$ cat src/sv/assert_macros.svh
// ---------------------------------------------------------------------------
// Assertion macros
// Shared shorthands for the concurrent checks of the decimal ALU.
// ---------------------------------------------------------------------------
`ifndef ASSERT_MACROS_SVH
`define ASSERT_MACROS_SVH

// Implication checked at every rising edge outside reset.
`define ASSERT_IMPLIES(lbl, ante, cons, msg) \
  lbl: assert property (@(posedge clk) disable iff (!rst_n) (ante) |-> (cons)) \
    else $error(msg);

// Implication whose consequent is checked in the cycle after the antecedent.
`define ASSERT_NEXT(lbl, ante, cons, msg) \
  lbl: assert property (@(posedge clk) disable iff (!rst_n) (ante) |=> (cons)) \
    else $error(msg);

`endif

$ cat src/sv/bfpa_pkg.sv
// ---------------------------------------------------------------------------
// Decimal ALU package
// Commands, the per-request control record and small digit helpers.
// ---------------------------------------------------------------------------
package bfpa_pkg;

  localparam int DIGITS_DEF = 16;
  localparam int ACC_W      = 7;

  localparam logic [1:0] CMD_ADD = 2'd0;
  localparam logic [1:0] CMD_SUB = 2'd1;
  localparam logic [1:0] CMD_MUL = 2'd2;
  localparam logic [1:0] CMD_CMP = 2'd3;

  localparam logic [3:0] FRAC_RST = 4'd4;

  typedef struct packed {
    logic [1:0] cmd;
    logic       neg;
    logic       add_chk;
    logic       lt;
    logic       eq;
  } meta_t;

  function automatic logic [3:0] div10(input logic [ACC_W-1:0] x);
    logic [17:0] p;
    begin
      p = 18'(x) * 18'd205;
      div10 = p[14:11];
    end
  endfunction

  function automatic logic [3:0] clamp_digit(input logic [3:0] n);
    begin
      clamp_digit = (n > 4'd9) ? 4'd9 : n;
    end
  endfunction

endpackage

$ cat src/sv/bfpa_cell.sv
// ---------------------------------------------------------------------------
// Decimal ALU multiply cell
// Adds one multiplier digit's partial product, if any, into the redundant
// digit accumulator while moving every position's tens over by one place.
// ---------------------------------------------------------------------------
module bfpa_cell
  import bfpa_pkg::*;
#(
  parameter int DIGITS = DIGITS_DEF,
  parameter int J      = 0
) (
  input  logic                      clk,
  input  logic                      en,
  input  logic [4*DIGITS-1:0]       a_i,
  input  logic [4*DIGITS-1:0]       b_i,
  input  logic [2*DIGITS*ACC_W-1:0] acc_i,
  input  meta_t                     meta_i,
  output logic [4*DIGITS-1:0]       a_r,
  output logic [4*DIGITS-1:0]       b_r,
  output logic [2*DIGITS*ACC_W-1:0] acc_r,
  output meta_t                     meta_r
);

  localparam int P = 2 * DIGITS;

  logic [3:0]                m;
  logic [3:0]                q [P];
  logic [2*DIGITS*ACC_W-1:0] acc_nxt;

  if (J < DIGITS) begin : g_mul
    assign m = (meta_i.cmd == CMD_MUL) ? b_i[4*J +: 4] : 4'd0;
  end else begin : g_norm
    assign m = 4'd0;
  end

  always_comb begin
    for (int p = 0; p < P; p++) begin
      q[p] = div10(acc_i[ACC_W*p +: ACC_W]);
    end
    for (int p = 0; p < P; p++) begin
      logic [ACC_W-1:0] v;
      v = acc_i[ACC_W*p +: ACC_W] - ACC_W'(q[p] * 4'd10);
      if (p > 0) begin
        v = v + ACC_W'(q[p-1]);
      end
      if ((p >= J) && (p - J < DIGITS)) begin
        v = v + ACC_W'(a_i[4*(p-J) +: 4] * m);
      end
      acc_nxt[ACC_W*p +: ACC_W] = v;
    end
  end

  always_ff @(posedge clk) begin
    if (en) begin
      a_r    <= a_i;
      b_r    <= b_i;
      acc_r  <= acc_nxt;
      meta_r <= meta_i;
    end
  end

endmodule

$ cat config.mk
export PLATFORM = sky130hd
export DESIGN_NAME = bfpa_cell
export DESIGN_NICKNAME = d
export VERILOG_FILES = /design/src/sv/assert_macros.svh /design/src/sv/bfpa_pkg.sv /design/src/sv/bfpa_cell.sv
export SDC_FILE = /design/constraint.sdc
export NUM_CORES = 2
export LEC_CHECK = 0
export ABC_AREA = 1
export BUFFER_PORTS_ARGS = -buffer_cell sky130_fd_sc_hd__buf_2
export CORE_MARGIN = 4
export CORE_UTILIZATION = 55
export DETAILED_ROUTE_END_ITERATION = 6
export PLACE_DENSITY = 0.77
export SETUP_SLACK_MARGIN = 0.2
export SLEW_MARGIN = 20
export SYNTH_ARGS = -nofsm -noshare
export SYNTH_HDL_FRONTEND = slang
export SYNTH_SLANG_ARGS = --single-unit
$ cat constraint.sdc
create_clock -name clk -period 10.8 [get_ports clk]
set_input_delay 0.54 -clock clk [delete_from_list [all_inputs] [get_ports clk]]
set_output_delay 0.54 -clock clk [all_outputs]
set_load 0.02 [all_outputs]
==> metrics <==
H-tree depth 2; leakage power around 40 nW; wire length of the first global-routing pass around 260000 um; GRT Total Usage roughly 27%; storage element area 10800 sq um; final sum of negative setup slack 0 ns; number of vias per cell roughly 5.3; total global routing overflow 0; weighted congestion at the end of routability-driven global placement roughly 0.94; Hold Vio Cnt, Final 0; detail-routed net length per standard cell roughly 17 um; remaining antenna violation count after routing 0; die area ~120000 sq um; clock-pin slew of the registers on the worst-case setup and hold paths approximately 0.060 ns; worst vdd rail ir drop about 0.3 mV; Post-synth EDFFs approximately 360; standard-cell row count ~120; outcome finished clean; final period demand of the worst path slightly above 7 ns; layout cells sized above 1 11.4%; cell with the biggest individual delay on the critical path sky130_fd_sc_hd__fa_1; arrival time of the worst setup path around 7.7 ns; starting density of the core roughly 56%; num ports between 700 and 800; total of hold buffers inserted after clock tree synthesis 0; fraction of synthesized cell area taken by the top area cell type a little under a third; cell family with most CP delay adder cells; Hold Path Origin b_i[18]; Buf/Inv on CP 10; reported max-cap violation count 0; top cells by count, synth sky130_fd_sc_hd__inv_1, sky130_fd_sc_hd__ha_1, sky130_fd_sc_hd__nand2_1; register area share after synthesis roughly 17%; most area-consuming cells after synthesis sky130_fd_sc_hd__ha_1, sky130_fd_sc_hd__fa_1, sky130_fd_sc_hd__edfxtp_1; Setup crit end kind flop; Max Clk Rate roughly 0.14 GHz; FILL cells roughly 9000; setup repair bufs after CTS 0; CP max stage delay 0.58 ns; kind of critical path in2reg; maximum number of pins on one net before global-route repair ~110; Worst Setup Slack, final ~3.5 ns; CTS tree yes; worst hold slack across all endpoints about 0.095 ns; RSZ-0062 raised after global routing false; number of cells produced by synthesis around 6900; via count 48600; required time at the worst-slack endpoint between 10 and 15 ns; fin. max-slew vios 0; Worst path most repeated cell sky130_fd_sc_hd__inv_1; clock buffer depth 3; antenna violations before repair 39; number of design rule violations left after detail routing 0; core area 111000 sq um; top cell type by total area after synthesis sky130_fd_sc_hd__ha_1; origin of the worst setup path acc_i[60]; worst slew slack as a fraction of its limit 31.0%; number of global-route vias before repair around 50000; sort of element at the start of the critical path primary input; number of clock sinks seen by CTS approximately 360; number of nets in the layout around 10000; final count of negative-setup-slack endpoints 0; final worst path period share ~67%; worst slack, placed approximately 2.9 ns; Net Count, Synth approximately 9400; transition at the pin with the smallest max-transition slack around 1.0 ns; count of unique library cells instantiated by Yosys 40; violation count after the first detailed-routing iteration ~2500; most frequently used flop master after synthesis sky130_fd_sc_hd__edfxtp_1; Power per Cell Area about 330 nW/um^2; number of clock buffers inserted by TritonCTS between 40 and 50; Post-synth ARST share 0%; mapped cell area around 62000 sq um; First-pass DRT Iterations 6; Root Buffer sky130_fd_sc_hd__clkbuf_16; Final Power between 20 and 25 mW; Area Overhead vs Synth 11.5%; Total Wirelength approximately 160000 um; most frequent cell after synthesis sky130_fd_sc_hd__inv_1; area of the multi-input gates about 45000 sq um; Hold Crit Class in2reg; flip-flop and latch count after synthesis 358; Max Fanout on Critical Path 5; buffers added on ports 717; count of cells resized by post-cts repair 0; vertical extent of the die 344 um; mean cell area of the mapped netlist slightly below 9 sq um; dpl hpwl between 100000 and 150000 um; number of warnings printed during yosys synthesis 0; Die X 344 um
-- logic make-up after synthesis --
| kind of cell | count (synthesis) | synth area share [%] |
|---|---|---|
| buf+inv | 1728 | 10.5 |
| fa+ha+maj | 2119 | 49.9 |
| flops | 358 | 17.3 |
| simple gates | 1919 | 12.9 |
| xor+xnor | 324 | 4.66 |
| compound gates | 488 | 4.72 |
-- worst paths after layout --
check  slack [ns]                   to  cells after the start
min          0.09    b_r[18]$_DFFE_PP_                      1
max          3.54  acc_r[62]$_DFFE_PP_                     37
-- cell usage in the layout (no fill, tap or decap), types with 50 or more instances in the layout --
cell type	synthesis	routed
sky130_fd_sc_hd__buf_2	11	716
sky130_fd_sc_hd__ha_1	1529	1529
sky130_fd_sc_hd__nor2_1	416	416
sky130_fd_sc_hd__xnor2_1	127	127
sky130_fd_sc_hd__a21oi_1	179	179
sky130_fd_sc_hd__a21o_1	77	77
sky130_fd_sc_hd__fa_1	590	590
sky130_fd_sc_hd__nand4_1	106	106
sky130_fd_sc_hd__nand3_1	202	202
sky130_fd_sc_hd__a31oi_1	50	50
sky130_fd_sc_hd__inv_1	1699	1697
sky130_fd_sc_hd__edfxtp_1	358	358
sky130_fd_sc_hd__nand2_1	1088	1086
sky130_fd_sc_hd__o21ai_0	97	97
sky130_fd_sc_hd__xor2_1	190	190
-- registers in the layout (all words and copies together), names as in the netlist --
name and flops:
meta_r 6, b_r 64, a_r 64, acc_r 224
-- metal layers --
metal | GRT usage, % | vias up | routed length [um]
li1 | - | 23800 | -
met2 | 48.0 | 1371 | 79000
met5 | 0 | - | 130
met1 | 33.6 | 23100 | 65400
met4 | 8.84 | 20 | 5340
met3 | 5.11 | 313 | 11200
-- where the power goes --
group          internal, mW  switching, mW  total [mW]
combinational          7.14           10.6        17.8
sequential             2.98          0.171        3.15
clock                 0.975          0.713        1.69
total                  11.1           11.5        22.6
-- metrics by stage --
step / util, % / std cells / area [sq um]
after floorplan: - / 6936 / 62100
after global placement: 60.7 / 9130 / 67500
after detailed placement: 60.7 / 9130 / 67500
after CTS: 62.1 / 9216 / 69100
after global routing: 62.2 / 9234 / 69200
final: 62.2 / 9251 / 69200
-- area by class of cell --
cell class | instances | area share, %
clock inverters | 36 | 0.548
flip-flops and latches | 358 | 15.5
inverters | 1703 | 9.23
repair buffers | 731 | 5.37
diodes | 35 | 0.127
multi-input cells | 4850 | 64.7
well taps | 1488 | 2.69
clock buffers | 50 | 1.78
No activity file was read; power rests on OpenSTA's default activity.
