==> config.mk <==
export PLATFORM = sky130hd
export DESIGN_NAME = bfpa_resolve
export DESIGN_NICKNAME = d
export VERILOG_FILES = /design/src/sv/assert_macros.svh /design/src/sv/bfpa_pkg.sv /design/src/sv/bfpa_resolve.sv
export SDC_FILE = /design/constraint.sdc
export NUM_CORES = 1
export LEC_CHECK = 0
export ABC_AREA = 1
export BUFFER_PORTS_ARGS = -buffer_cell sky130_fd_sc_hd__buf_2
export CORE_MARGIN = 3
export CORE_UTILIZATION = 25
export CTS_CLUSTER_SIZE = 24
export DETAILED_ROUTE_END_ITERATION = 7
export GPL_ROUTABILITY_DRIVEN = 0
export SYNTH_ARGS = -nofsm -noshare
export SYNTH_HDL_FRONTEND = slang
export SYNTH_SLANG_ARGS = --single-unit
==> constraint.sdc <==
create_clock -name clk -period 4.83 [get_ports clk]
set_input_delay 0.483 -clock clk [delete_from_list [all_inputs] [get_ports clk]]
set_output_delay 0.483 -clock clk [all_outputs]
set_load 0.01 [all_outputs]
==> src/sv/assert_macros.svh <==
// ---------------------------------------------------------------------------
// Assertion macros
// Shared shorthands for the concurrent checks of the decimal ALU.
// ---------------------------------------------------------------------------
`ifndef ASSERT_MACROS_SVH
`define ASSERT_MACROS_SVH

// Implication checked at every rising edge outside reset.
`define ASSERT_IMPLIES(lbl, ante, cons, msg) \
  lbl: assert property (@(posedge clk) disable iff (!rst_n) (ante) |-> (cons)) \
    else $error(msg);

// Implication whose consequent is checked in the cycle after the antecedent.
`define ASSERT_NEXT(lbl, ante, cons, msg) \
  lbl: assert property (@(posedge clk) disable iff (!rst_n) (ante) |=> (cons)) \
    else $error(msg);

`endif

==> src/sv/bfpa_pkg.sv <==
// ---------------------------------------------------------------------------
// Decimal ALU package
// Commands, the per-request control record and small digit helpers.
// ---------------------------------------------------------------------------
package bfpa_pkg;

  localparam int DIGITS_DEF = 16;
  localparam int ACC_W      = 7;

  localparam logic [1:0] CMD_ADD = 2'd0;
  localparam logic [1:0] CMD_SUB = 2'd1;
  localparam logic [1:0] CMD_MUL = 2'd2;
  localparam logic [1:0] CMD_CMP = 2'd3;

  localparam logic [3:0] FRAC_RST = 4'd4;

  typedef struct packed {
    logic [1:0] cmd;
    logic       neg;
    logic       add_chk;
    logic       lt;
    logic       eq;
  } meta_t;

  function automatic logic [3:0] div10(input logic [ACC_W-1:0] x);
    logic [17:0] p;
    begin
      p = 18'(x) * 18'd205;
      div10 = p[14:11];
    end
  endfunction

  function automatic logic [3:0] clamp_digit(input logic [3:0] n);
    begin
      clamp_digit = (n > 4'd9) ? 4'd9 : n;
    end
  endfunction

endpackage

==> src/sv/bfpa_resolve.sv <==
// ---------------------------------------------------------------------------
// Decimal ALU carry resolve and output stage
// Resolves the remaining single carries by a parallel prefix, then
// aligns the fraction, sets the flags and registers the result.
// ---------------------------------------------------------------------------
module bfpa_resolve
  import bfpa_pkg::*;
#(
  parameter int DIGITS = DIGITS_DEF
) (
  input  logic                      clk,
  input  logic                      en_a,
  input  logic                      en_b,
  input  logic [2*DIGITS*ACC_W-1:0] acc_i,
  input  meta_t                     meta_i,
  input  logic [3:0]                frac,
  output logic [4*DIGITS-1:0]       rd_r,
  output logic                      neg_r,
  output logic                      ovf_r,
  output logic                      lt_r,
  output logic                      eq_r
);

  localparam int P  = 2 * DIGITS;
  localparam int LV = $clog2(P);

  logic [P-1:0]   gg [LV+1];
  logic [P-1:0]   pp [LV+1];
  logic [4*P-1:0] res_nxt, res_r, sh, hi;
  meta_t          meta_a_r;
  logic [4:0]     s;
  logic [6:0]     sh_amt, hi_amt;
  logic [4*DIGITS-1:0] rd_nxt;
  logic           ovf_nxt;

  always_comb begin
    for (int i = 0; i < P; i++) begin
      gg[0][i] = acc_i[ACC_W*i +: ACC_W] >= ACC_W'(10);
      pp[0][i] = acc_i[ACC_W*i +: ACC_W] == ACC_W'(9);
    end
    for (int l = 0; l < LV; l++) begin
      for (int i = 0; i < P; i++) begin
        if (i >= (1 << l)) begin
          gg[l+1][i] = gg[l][i] | (pp[l][i] & gg[l][i-(1<<l)]);
          pp[l+1][i] = pp[l][i] & pp[l][i-(1<<l)];
        end else begin
          gg[l+1][i] = gg[l][i];
          pp[l+1][i] = pp[l][i];
        end
      end
    end
    for (int i = 0; i < P; i++) begin
      logic [ACC_W-1:0] t;
      t = acc_i[ACC_W*i +: ACC_W];
      if (i > 0) begin
        t = t + ACC_W'(gg[LV][i-1]);
      end
      if (t >= ACC_W'(10)) begin
        t = t - ACC_W'(10);
      end
      res_nxt[4*i +: 4] = t[3:0];
    end
  end

  always_ff @(posedge clk) begin
    if (en_a) begin
      res_r    <= res_nxt;
      meta_a_r <= meta_i;
    end
  end

  always_comb begin
    if (meta_a_r.cmd != CMD_MUL) begin
      s = 5'd0;
    end else if (32'(frac) > DIGITS) begin
      s = 5'(DIGITS);
    end else begin
      s = 5'(frac);
    end
    sh_amt  = {s, 2'b00};
    hi_amt  = 7'({s, 2'b00} + 7'(4 * DIGITS));
    sh      = res_r >> sh_amt;
    hi      = res_r >> hi_amt;
    rd_nxt  = sh[4*DIGITS-1:0];
    ovf_nxt = 1'b0;
    if (meta_a_r.cmd == CMD_MUL) begin
      ovf_nxt = (hi != '0);
    end else if (meta_a_r.add_chk) begin
      ovf_nxt = (res_r[4*P-1:4*DIGITS] != '0);
    end
  end

  always_ff @(posedge clk) begin
    if (en_b) begin
      rd_r  <= rd_nxt;
      neg_r <= meta_a_r.neg && (rd_nxt != '0);
      ovf_r <= ovf_nxt;
      lt_r  <= meta_a_r.lt;
      eq_r  <= meta_a_r.eq;
    end
  end

endmodule

==> flow_summary.json <==
{
  "status": "complete, no violations",
  "avgSynthCellArea_sq_um": 6.894,
  "viasPerCell": 5.107,
  "final.setup.tns_ns": 0,
  "synth_top_family_by_area": "simple AND/OR/NAND/NOR gates",
  "wl_met1_um": 31300,
  "dieArea_sq_mm": 0.07890,
  "final_cell_mix": "656 x nand3_1, 519 x nand2_1, 320 x inv_1",
  "cts_tree": "built",
  "cp.required_ns": 5.12,
  "synth_edf_count": 202,
  "tightest_slew_ns": 1.192,
  "crit_path_top_delay_cell": "o21ai_0",
  "synthSimpleGateAreaFrac": 0.3757,
  "synthAdderAreaFrac": 0.06226,
  "syn-num-nets": 3071,
  "ys_warn_count": 0,
  "end_kind": "flop",
  "dp.cells": 3952,
  "core_area_sq_mm": 0.07470,
  "layout-drive-gt1-share": 0.1343,
  "die_w_um": 280.9,
  "wire_per_inst_um": 18.61,
  "reg2regPathDepth": 14,
  "antenna_found_initial": 19,
  "overflow": 0,
  "crit_type": "input port to flop",
  "wl_um": 74630,
  "cp-start-kind": "input port",
  "layout.cells.non_filler": 4010,
  "maxCapViolCount": 0,
  "synth_mux_area_frac": 0.004239,
  "cts_setup_buffers": 0,
  "synthXorXnorAreaFrac": 0.05146,
  "rsz0062_at_grt": "false",
  "nets": 3343,
  "hold_depth": 1,
  "start_util": 0.2529,
  "finalClockSkew_ns": 0.01428,
  "cts_buffers": 27,
  "finalPower_uw": 6344,
  "rrSetupSlack_ns": 1.52,
  "grt_max_degree": 67,
  "async_reset_ff_frac": 0,
  "final.min_clock_period_ns": 4.079,
  "ir_worst_vdd_v": 0.0002711,
  "p_leak_uw": 0.01007,
  "drv_slew": 0,
  "root_buffer": "clkbuf_16",
  "nFillCells": 8181,
  "crit_chain": "buf_2 -> inv_1 -> ha_1 -> nor2_1 -> nor2_1 -> nand2_2 -> a21oi_1 -> o21ai_0 -> nand2_1 -> and2_1 -> o21ai_0 -> nand4_1 -> nand2_1 -> ha_1 -> ha_1 -> xnor2_1 -> ha_1 -> inv_1 -> a21oi_1 -> nor2_1 -> nor2_1 -> o211ai_1 -> xor2_1",
  "cts.sinks": 202,
  "synth_area_sq_mm": 0.01889,
  "vias": 20480,
  "wl_met3_um": 6329,
  "ctsResizeCount": 0,
  "drtAntennaViolNets": 0,
  "top_layer": "met5",
  "setup_viol": 0,
  "syn2layout_area_growth_pct": 18.28,
  "crit_fanout": 6,
  "drt_iter0_drc": 2123,
  "grtUsageTotal": 0.1819,
  "crit_arrival_ns": 4.37,
  "route.met2.wl_um": 34700,
  "rows": 100,
  "synth_compound_area_frac": 0.09736,
  "cts_buffer_depth": 3,
  "clk_latency_ns": 0.56,
  "io_pins": 305,
  "hold_path.class": "input port to flop",
  "syn_inst": 2740,
  "die_h_um": 280.9,
  "io_buffer_count": 304,
  "synth_seq_cells": 202,
  "hold_buffers": 0,
  "finalHoldViolCount": 0,
  "fmax_ghz": 0.2451,
  "synth_top_flop_cell": "edfxtp_1",
  "drc": 0,
  "grt_pass1_vias": 19140,
  "finalCritPeriodShare": 0.8446,
  "grt_pass1_wl_um": 110700,
  "final_common_cell": "nand3_1",
  "slowest_delay_ns": 0.49,
  "power_density_mw_per_mm2": 283.9,
  "first_pass_iters": 6,
  "yosysSeqAreaShare": 0.3211,
  "maxSlewHeadroom": 0.2045,
  "yosysUniqueCellTypes": 46,
  "dpl.hpwl_um": 60850,
  "clkTransAtPathRegs_ns": 0.06,
  "cts-htree-levels": 1
}
worst paths after layout:
| kind | startpoint | endpoint |
|---|---|---|
| worst max-delay path | acc_i[1] | res_r[113]$_DFFE_PP_ |
| worst min-delay path | meta_i[5] | meta_a_r[5]$_DFFE_PP_ |
| worst max register to register | meta_a_r[5]$_DFFE_PP_ | neg_r$_DFFE_PP_ |
| worst min register to register | meta_a_r[1]$_DFFE_PP_ | lt_r$_DFFE_PP_ |
report_power, final:
part | internal [uW] | switching, uW
clock network | 1070 | 786
registers | 2260 | 218
logic | 668 | 1340
Yosys cell counts, types with 18 or more instances:
cell type | count | area (sq um)
nand2_1 | 519 | 1948
buf_2 | 49 | 245.2
clkbuf_1 | 22 | 82.58
o211ai_1 | 21 | 157.7
nor2_1 | 264 | 991.0
ha_1 | 94 | 1176
nand4_1 | 72 | 450.4
nor4_1 | 18 | 112.6
a21oi_1 | 144 | 720.7
edfxtp_1 | 202 | 6066
nand3_1 | 656 | 3283
inv_1 | 320 | 1201
o21ai_0 | 110 | 550.5
xor2_1 | 103 | 902.1
buf_1 | 18 | 67.56
cell type report:
type	instances	area [sq um]	area share
clock inverter	15	107.6	0.004816
inverter	324	1216	0.05443
timing repair buffer	338	1833	0.08204
antenna	11	27.53	0.001232
multi-input combinational	2119	11190	0.5007
tap	969	1212	0.05426
sequential	202	6066	0.2715
clock buffer	32	694.4	0.03108
kinds of logic (layout without fill, tap and decap cells):
logic type / count (synthesis) / in the layout
AOI/OAI and AO/OA: 328 / 328
DFF: 202 / 202
adders and majority gates: 94 / 94
and+or+nand+nor: 1578 / 1578
muxes: 8 / 8
other: 0 / 11
xor gates and xnor gates: 111 / 111
buffers and inverters: 419 / 709
layer usage:
metal / GRT usage / vias to the layer above
met1: 0.2345 / 9456
li1: - / 9995
met2: 0.3049 / 875
met5: 0 / -
met4: 0.05827 / 14
met3: 0.03672 / 140
metrics by stage:
step / hold slack [ns] / cell area (sq um) / util / setup WS, ns
final: 0.09766 / 22340 / 0.2991 / 0.7508
after global routing: 0.07767 / 22340 / 0.2990 / 0.3315
after CTS: 0.06568 / 22320 / 0.2988 / 0.7934
after detailed placement: 0.4102 / 21510 / 0.2880 / 0.1798
after global placement: 0.4054 / 21510 / 0.2880 / 0.3062
after floorplan: 0.4003 / 18890 / - / 1.300
flip-flops by register name (all words and copies together), names as in the netlist:
signal and cells:
meta_a_r 6, res_r 128, ovf_r 1, eq_r 1
lt_r 1, neg_r 1, rd_r 64
worst max-delay path, delay by kind of cell:
kind	cells	cell delay, ns
buffers and inverters	3	0.21
and+or+nand+nor	9	1.18
adders and majority gates	4	0.76
AOI/OAI and AO/OA	5	1.39
xor gates and xnor gates	2	0.36
No activity file was read; power rests on OpenSTA's default activity.
