File: src/sv/assert_macros.svh
// ---------------------------------------------------------------------------
// Assertion macros
// Shared shorthands for the concurrent checks of the decimal ALU.
// ---------------------------------------------------------------------------
`ifndef ASSERT_MACROS_SVH
`define ASSERT_MACROS_SVH

// Implication checked at every rising edge outside reset.
`define ASSERT_IMPLIES(lbl, ante, cons, msg) \
  lbl: assert property (@(posedge clk) disable iff (!rst_n) (ante) |-> (cons)) \
    else $error(msg);

// Implication whose consequent is checked in the cycle after the antecedent.
`define ASSERT_NEXT(lbl, ante, cons, msg) \
  lbl: assert property (@(posedge clk) disable iff (!rst_n) (ante) |=> (cons)) \
    else $error(msg);

`endif

File: src/sv/bfpa_pkg.sv
// ---------------------------------------------------------------------------
// Decimal ALU package
// Commands, the per-request control record and small digit helpers.
// ---------------------------------------------------------------------------
package bfpa_pkg;

  localparam int DIGITS_DEF = 16;
  localparam int ACC_W      = 7;

  localparam logic [1:0] CMD_ADD = 2'd0;
  localparam logic [1:0] CMD_SUB = 2'd1;
  localparam logic [1:0] CMD_MUL = 2'd2;
  localparam logic [1:0] CMD_CMP = 2'd3;

  localparam logic [3:0] FRAC_RST = 4'd4;

  typedef struct packed {
    logic [1:0] cmd;
    logic       neg;
    logic       add_chk;
    logic       lt;
    logic       eq;
  } meta_t;

  function automatic logic [3:0] div10(input logic [ACC_W-1:0] x);
    logic [17:0] p;
    begin
      p = 18'(x) * 18'd205;
      div10 = p[14:11];
    end
  endfunction

  function automatic logic [3:0] clamp_digit(input logic [3:0] n);
    begin
      clamp_digit = (n > 4'd9) ? 4'd9 : n;
    end
  endfunction

endpackage

File: src/sv/bfpa_front.sv
// ---------------------------------------------------------------------------
// Decimal ALU entry stage
// Cleans the operands, resolves signs and comparison, and seeds the
// digit accumulator for addition and subtraction.
// ---------------------------------------------------------------------------
module bfpa_front
  import bfpa_pkg::*;
#(
  parameter int DIGITS = DIGITS_DEF
) (
  input  logic                    clk,
  input  logic                    en,
  input  logic [1:0]              command,
  input  logic [63:0]             a_digits,
  input  logic                    a_neg,
  input  logic [63:0]             b_digits,
  input  logic                    b_neg,
  output logic [4*DIGITS-1:0]     a_r,
  output logic [4*DIGITS-1:0]     b_r,
  output logic [2*DIGITS*ACC_W-1:0] acc_r,
  output meta_t                   meta_r
);

  logic [4*DIGITS-1:0]       da, db, big, sml;
  logic [2*DIGITS*ACC_W-1:0] acc_nxt;
  meta_t                     meta_nxt;
  logic                      na, nb, nbe, a_ge, same, is_arith;

  always_comb begin
    for (int i = 0; i < DIGITS; i++) begin
      da[4*i +: 4] = clamp_digit(a_digits[4*i +: 4]);
      db[4*i +: 4] = clamp_digit(b_digits[4*i +: 4]);
    end
    na       = a_neg && (da != '0);
    nb       = b_neg && (db != '0);
    nbe      = (command == CMD_SUB) ? (!nb && (db != '0)) : nb;
    a_ge     = (da >= db);
    same     = (na == nbe);
    is_arith = (command == CMD_ADD) || (command == CMD_SUB);
    big      = a_ge ? da : db;
    sml      = a_ge ? db : da;
    acc_nxt  = '0;
    if (is_arith) begin
      for (int i = 0; i < DIGITS; i++) begin
        if (same) begin
          acc_nxt[ACC_W*i +: ACC_W] = ACC_W'(da[4*i +: 4]) + ACC_W'(db[4*i +: 4]);
        end else begin
          acc_nxt[ACC_W*i +: ACC_W] = ACC_W'(big[4*i +: 4]) + ACC_W'(4'd9 - sml[4*i +: 4]);
        end
      end
      if (!same) begin
        acc_nxt[ACC_W-1:0] = acc_nxt[ACC_W-1:0] + ACC_W'(1);
      end
    end
    meta_nxt.cmd     = command;
    meta_nxt.add_chk = is_arith && same;
    if (command == CMD_MUL) begin
      meta_nxt.neg = na ^ nb;
    end else if (is_arith) begin
      meta_nxt.neg = (same || a_ge) ? na : nbe;
    end else begin
      meta_nxt.neg = 1'b0;
    end
    meta_nxt.eq = (command == CMD_CMP) && (da == db) && (na == nb);
    if (command != CMD_CMP) begin
      meta_nxt.lt = 1'b0;
    end else if (na != nb) begin
      meta_nxt.lt = na;
    end else begin
      meta_nxt.lt = na ? (da > db) : (da < db);
    end
  end

  always_ff @(posedge clk) begin
    if (en) begin
      a_r    <= da;
      b_r    <= db;
      acc_r  <= acc_nxt;
      meta_r <= meta_nxt;
    end
  end

endmodule

File: config.mk
export PLATFORM = sky130hd
export DESIGN_NAME = bfpa_front
export DESIGN_NICKNAME = d
export VERILOG_FILES = /design/src/sv/assert_macros.svh /design/src/sv/bfpa_pkg.sv /design/src/sv/bfpa_front.sv
export SDC_FILE = /design/constraint.sdc
export NUM_CORES = 1
export LEC_CHECK = 0
export BUFFER_PORTS_ARGS = -buffer_cell sky130_fd_sc_hd__buf_2
export CAP_MARGIN = 30
export CORE_MARGIN = 1.5
export CORE_UTILIZATION = 50
export CTS_CLUSTER_SIZE = 20
export DETAILED_ROUTE_END_ITERATION = 6
export GPL_ROUTABILITY_DRIVEN = 0
export HOLD_SLACK_MARGIN = 0.03
export PLACE_DENSITY = 0.77
export SLEW_MARGIN = 20
export SYNTH_ARGS = -nofsm -noshare
export SYNTH_HDL_FRONTEND = slang
export SYNTH_SLANG_ARGS = --single-unit
File: constraint.sdc
create_clock -name clk -period 13 [get_ports clk]
set_input_delay 2.6 -clock clk [delete_from_list [all_inputs] [get_ports clk]]
set_output_delay 2.6 -clock clk [all_outputs]
set_load 0.005 [all_outputs]
==> qor.txt, run 1 <==
Num Clock Sinks = 231
Die H = 190 um
residual DRC count = 0
# hold bufs at CTS = 0
Final Hold Fails = 0
syn_area_per_cell = 9.99 sq um
Total Neg Setup Slack = 0 ps
CTS root buf = clkbuf_16
area of the multi-input gates = 9410 sq um
FILL cells = 3000
register area = 6940 sq um
drt pass-1 iters = 6
routed vias = 14500
CTS tree = done
Hold Startpoint = b_digits[59]
number of H-tree levels = 1
DP HPWL = 41300 um
Final setup viols = 0
Least-Margin Pin Slew = 955 ps
asr flop ratio synth = 0%
Core Box Area = 34500 sq um
max incr delay on CP = 690 ps
layout cells sized above 1 = 21.6%
# resized after CTS = 0
HP Class = input pin to flop
status = complete, no violations
vias in the first global route = 13800
num ports = 492
PD cells = 124 nW/um^2
routed wire length = 54100 um
CP Cell Sequence = buf_2 -> nor2b_1 -> ha_1 -> and4bb_2 -> nand4_1 -> a21oi_1 -> nor4_1 -> o2bb2ai_4 -> buf_4 -> nor2_4 -> buf_4 -> a21oi_1 -> xnor2_1 -> ha_1 -> nor3b_1 -> o311ai_0 -> a31oi_1 -> a2111oi_2
mapped cell area = 17500 sq um
Min Clock Period, post-route = 8550 ps
placed insts = 2511
Initial Utilization = 50.7%
Final ANT Viol Nets = 0
Final Net Count = 2446
clock transition at the registers of the reported paths = 60 ps
post-CTS setup buffer count = 0
Static Leakage = 9.18 nW
die area = 36200 sq um
GRT Total Usage = 29.1%
slowest stage cell, crit path = nor4_1
maximum clock rate = 117 MHz
final max-slew violation count = 0
Post-synth EDFFs = 231
initial antenna violation count = 5
CP Launch Point = a_digits[11]
final non-filler cell total = 2566
CTS Buf Count = 27
Seq/Total Area, Yosys = 39.6%
Rows = 68
Slew HR = 35.7%
Mapped Cells = 1754
CP Max Fanout = 58
Critical Path End Type = flop
Setup Crit Path Kind = input pin to flop
post-synth cell types = 64
PortBufs = 379
total gr overflow = 0
Max-Cap Viols = 0
Peak VDD IR = 94.0 uV
largest net degree at the start of global routing = 97
post-route clock period utilization = 65.7%
Crit path arrival time = 8890 ps
largest family of logic cells by synthesized area = adder cells
post-synthesis compound-gate area fraction = 12.1%
PnR Total Power = 2.51 mW
vias per inst = 5.64
number of buffers and inverters on the critical path = 3
mux cell area share after synthesis = 1.61%
Die W = 190 um
RSZ-0062 raised after global routing = no
synth warn = 0
DRT iter0 DRCs = 1170
xor and xnor area share after synthesis = 4.37%
CP required = 13350 ps
CTS max path bufs = 3
adder-cell share of the synthesized area = 17.4%
Top delay family on crit path = simple AND/OR/NAND/NOR gates
simple-gate portion of the synthesized area = 15.2%
Main synth FF type = edfxtp_1
startpoint types = input pin
WL per Instance = 21.1 um
global-route wire length before repair = 79900 um
count of state elements after synthesis = 231
synth-to-layout area growth = 16.0%
-- layout make-up --
cell class	count	share of cell area (%)
Sequential cell	231	34.1
Timing Repair Buffer	390	9.99
Clock buffer	32	3.41
Clock inverter	17	1.32
Multi-Input combinational cell	1326	46.3
Tap cell	455	2.80
Inverter	111	2.05
Antenna cell	4	0.0492
-- flip-flops by register name, summed over array words and instances, names as in the netlist --
name / cells
meta_r: 6
a_r: 64
acc_r: 97
b_r: 64
-- placed cells by master (no fill, tap or decap), types with 35 or more instances in the layout --
| cell | netlist | layout |
|---|---|---|
| nand2_1 | 101 | 101 |
| nor2_1 | 192 | 191 |
| inv_1 | 111 | 111 |
| edfxtp_1 | 231 | 231 |
| ha_1 | 193 | 193 |
| conb_1 | 1 | 128 |
| xnor2_1 | 66 | 66 |
| nor2b_1 | 45 | 45 |
| a21oi_1 | 125 | 125 |
| o21ai_0 | 50 | 50 |
| nor3_1 | 37 | 37 |
| a211oi_1 | 35 | 35 |
| buf_2 | 7 | 377 |
-- synthesized netlist by cell type, drive strengths merged (36+ instances only) --
library cell  count  area, sq um
buf             142         1020
nor3             37          185
a21oi           126          634
ha              193         2410
edfxtp          231         6940
clkbuf           71          267
nor2            192          721
a211oi           36          275
inv             111          417
xnor2            67          594
nand2           101          379
nor2b            45          282
o21ai            50          250
-- path summary, 6_finish.rpt --
kind	to	slack, ps	depth (start not counted)
worst min-delay path	b_r[59]	2290	1
worst max-delay path	acc_r[4]	4450	18
-- routing by layer --
metal	wire (um)	global-route usage (%)
met1	20300	35.2
met2	26000	50.0
met3	4500	4.20
met4	3250	16.0
met5	23	0
-- report_power, final --
group / switching (mW) / total [mW] / internal (mW)
clock: 0.311 / 0.830 / 0.519
combinational: 0.441 / 0.741 / 0.300
sequential: 0.0246 / 0.941 / 0.917
-- metrics by stage --
stage               hold WS, ps  utilization [%]  setup slack [ps]  cell area (sq um)
finish                     2290             58.9              4450              20300
global route               2280             58.9              4060              20300
CTS                        2270             58.7              4530              20300
detailed placement         2840             55.9              4030              19300
global placement           2830             55.9              4230              19300
floorplan                  2700                -              5790              18000
-- cell families (layout without fill, tap and decap cells) --
| family | count (synthesis) | in the layout |
|---|---|---|
| multiplexers | 28 | 28 |
| AO/OA/AOI/OAI | 332 | 332 |
| adder cells (fa/ha/maj) | 225 | 225 |
| buffers and inverters | 324 | 550 |
| AND/OR/NAND/NOR | 528 | 528 |
| flip-flops | 231 | 231 |
| XOR/XNOR | 85 | 85 |
| other | 1 | 132 |
Power figures use the tool's default switching activity.
==> run 2, diff against run 1 <==
Settings changed: ABC_AREA from default to 1, CORE_UTILIZATION 50 to 49, PLACE_DENSITY 0.77 to 0.79.
Clock period 13 ns to 6.9 ns, I/O delays scaled along.
==> run 2 against run 1 <==
  * Synthesized cell count up 11%
  * Global-route usage down 0.92 points
  * Sequential power up 88%
  * Flip-flop and latch count unchanged
  * Via count up 2.5%
  * Area after synthesis down 1.5%
  * Final cell count up 8.5%
  * Routed wire length down 1.3%
==> qor.txt, run 2 <==
# resized after CTS = 0 (unchanged)
Peak VDD IR = 231 uV (+150%)
commonest non-fill, non-tap cell in the layout = buf_2
Synth area leaders = edfxtp_1, ha_1, nand2_1
largest family of logic cells by synthesized area = adder cells
HP Class = input pin to flop
Final setup viols = 0 (unchanged)
post-synth cell types = 49 (-23%)
Rows = 68 (unchanged)
CP required = 7180 ps (-6170 ps)
area share of the largest cell type after synthesis = 40.2% (+0.60 points)
post-route clock period utilization = 88.3%
synth warn = 0 (unchanged)
Final ANT Viol Nets = 0 (unchanged)
CP Max Fanout = 42 (-28%)
Setup Crit Path Kind = input pin to flop
Die H = 191 um (+0.26%)
DRT iter0 DRCs = 1240 (+6.0%)
GRT Total Usage = 28.2% (-0.92 points)
CP Launch Point = b_digits[50]
PortBufs = 379 (unchanged)
count leader, synth = nand2_1
Num Clock Sinks = 231 (unchanged)
syn_area_per_cell = 8.89 sq um (-11%)
asr flop ratio synth = 0% (unchanged)
simple-gate portion of the synthesized area = 15.0% (-0.16 points)
most frequent cells in the layout = buf_2, nand2_1, inv_1
routed vias = 14800 (+2.5%)
Least-Margin Pin Slew = 941 ps (-14.0 ps)
PD cells = 229 nW/um^2 (+85%)
Initial Utilization = 49.9% (-0.88 points)
CTS Buf Count = 26 (-3.7%)
Total Neg Setup Slack = 0 ps (unchanged)
number of H-tree levels = 1 (unchanged)
cell taking the most area after synthesis = edfxtp_1
Hold Startpoint = b_digits[55]
post-synthesis compound-gate area fraction = 11.4% (-0.65 points)
initial antenna violation count = 6 (+1)
Min Clock Period, post-route = 6090 ps
Core Util, Final = 58.0% (-0.90 points)
startpoint types = input pin
DP HPWL = 41200 um (-0.22%)
Die W = 191 um (+0.26%)
CTS root buf = clkbuf_16
WL per Instance = 19.2 um (-9.1%)
mapped cell area = 17300 sq um (-1.5%)
Crit path arrival time = 6380 ps (-2510 ps)
final max-slew violation count = 0 (unchanged)
Max-Cap Viols = 0 (unchanged)
clock transition at the registers of the reported paths = 60 ps (about the same)
vias per inst = 5.33 (-5.5%)
top cells by count, synth = nand2_1, inv_1, edfxtp_1, ha_1, nor2_1
xor and xnor area share after synthesis = 1.88% (-2.5 points)
total gr overflow = 0 (unchanged)
global-route wire length before repair = 77700 um (-2.8%)
Static Leakage = 9.76 nW (+6.3%)
status = complete, no violations
Seq/Total Area, Yosys = 40.2% (+0.60 points)
die area = 36400 sq um (+0.52%)
count of state elements after synthesis = 231 (unchanged)
largest net degree at the start of global routing = 110 (+13%)
maximum clock rate = 164 MHz
post-CTS setup buffer count = 0 (unchanged)
Final Hold Fails = 0 (unchanged)
Most flops, register = acc_r
Critical Path End Type = flop
max incr delay on CP = 510 ps (-180 ps)
biggest regs = acc_r: 97 flops, a_r: 64 flops, b_r: 64 flops
drt pass-1 iters = 6 (unchanged)
most used cell, CP = nand2_1
Final Net Count = 2667 (+9.0%)
vias in the first global route = 14000 (+1.7%)
mux cell area share after synthesis = 0% (-1.6 points)
Core Box Area = 34600 sq um (+0.25%)
FILL cells = 2974 (-0.87%)
residual DRC count = 0 (unchanged)
CTS max path bufs = 3 (unchanged)
num ports = 492 (unchanged)
Post-synth EDFFs = 231 (unchanged)
Main synth FF type = edfxtp_1
layout cells sized above 1 = 22.2% (+0.59 points)
synth-to-layout area growth = 16.2%
# hold bufs at CTS = 0 (unchanged)
slowest stage cell, crit path = inv_4
RSZ-0062 raised after global routing = no
CTS tree = done
routed wire length = 53300 um (-1.3%)
max reg flops = 97 (unchanged)
Slew HR = 37.3% (+1.5 points)
adder-cell share of the synthesized area = 17.7% (+0.26 points)
Mapped Cells = 1942 (+11%)
## run 2: changes by cell type after synthesis, sizes merged, moves of 32 or more
cell | before | now
nand2 | 101 | 292
nor2b | 45 | 0
o21ai | 50 | 158
inv | 111 | 289
nand3 | 13 | 59
a211oi | 36 | 1
o211ai | 32 | 0
xnor2 | 67 | 17
## run 2: path summary, 6_finish.rpt
kind / end / slack (ps) / depth (start not counted)
hold / removal: b_r[55] / 1090 / 1
setup / recovery: acc_r[11] / 810 / 29
## run 2: final cells by class
| cell class | instances | area [sq um] | area share, % |
|---|---|---|---|
| Timing Repair Buffer | 409 | 2140 | 10.7 |
| Tap cell | 455 | 569 | 2.84 |
| Clock buffer | 30 | 687 | 3.42 |
| Inverter | 291 | 1090 | 5.45 |
| Multi-Input combinational cell | 1349 | 8440 | 42.0 |
| Antenna cell | 3 | 7.51 | 0.0374 |
| Sequential cell | 231 | 6940 | 34.6 |
| Clock inverter | 16 | 194 | 0.966 |
## run 2: where the power goes
| group | switching (mW) | internal, mW | total, mW |
|---|---|---|---|
| combinational | 0.845 | 0.518 | 1.36 |
| sequential | 0.0471 | 1.72 | 1.77 |
| clock | 0.597 | 0.863 | 1.46 |
## run 2: metal layers
layer  vias up  part of all wire, %  track usage, %
met5         -                0.053               0
met4         4                  5.5            15.3
met3       174                  8.9            4.07
met2       899                   49            50.0
met1      6878                   36            32.8
li1       6887                    -               -
## run 2: worst max-delay path, delay by kind of cell
family,cells,cell delay [ps]
AOI/OAI and AO/OA,4,670
adders and majority gates,3,940
buffers and inverters,6,1010
and+or+nand+nor,16,2350
## run 2: per-stage QoR
stage | hold WS (ps) | cell area, sq um | power, mW | setup WS (ps) | cells
2_1_floorplan | 1480 | 17700 | 2.69 | 1610 | 2069
3_3_place_gp | 1650 | 19200 | 3.09 | 528 | 2735
3_5_place_dp | 1640 | 19200 | 3.14 | 345 | 2735
4_1_cts | 1070 | 20100 | 4.60 | 878 | 2781
5_1_grt | 1080 | 20100 | 4.82 | 485 | 2784
6_report | 1090 | 20100 | 4.60 | 806 | 2784
## run 2: cell families after synthesis
family | Yosys count
buf+inv | 489
xor+xnor | 37
simple gates | 608
flops | 231
other cells | 1
fa+ha+maj | 225
compound gates | 351
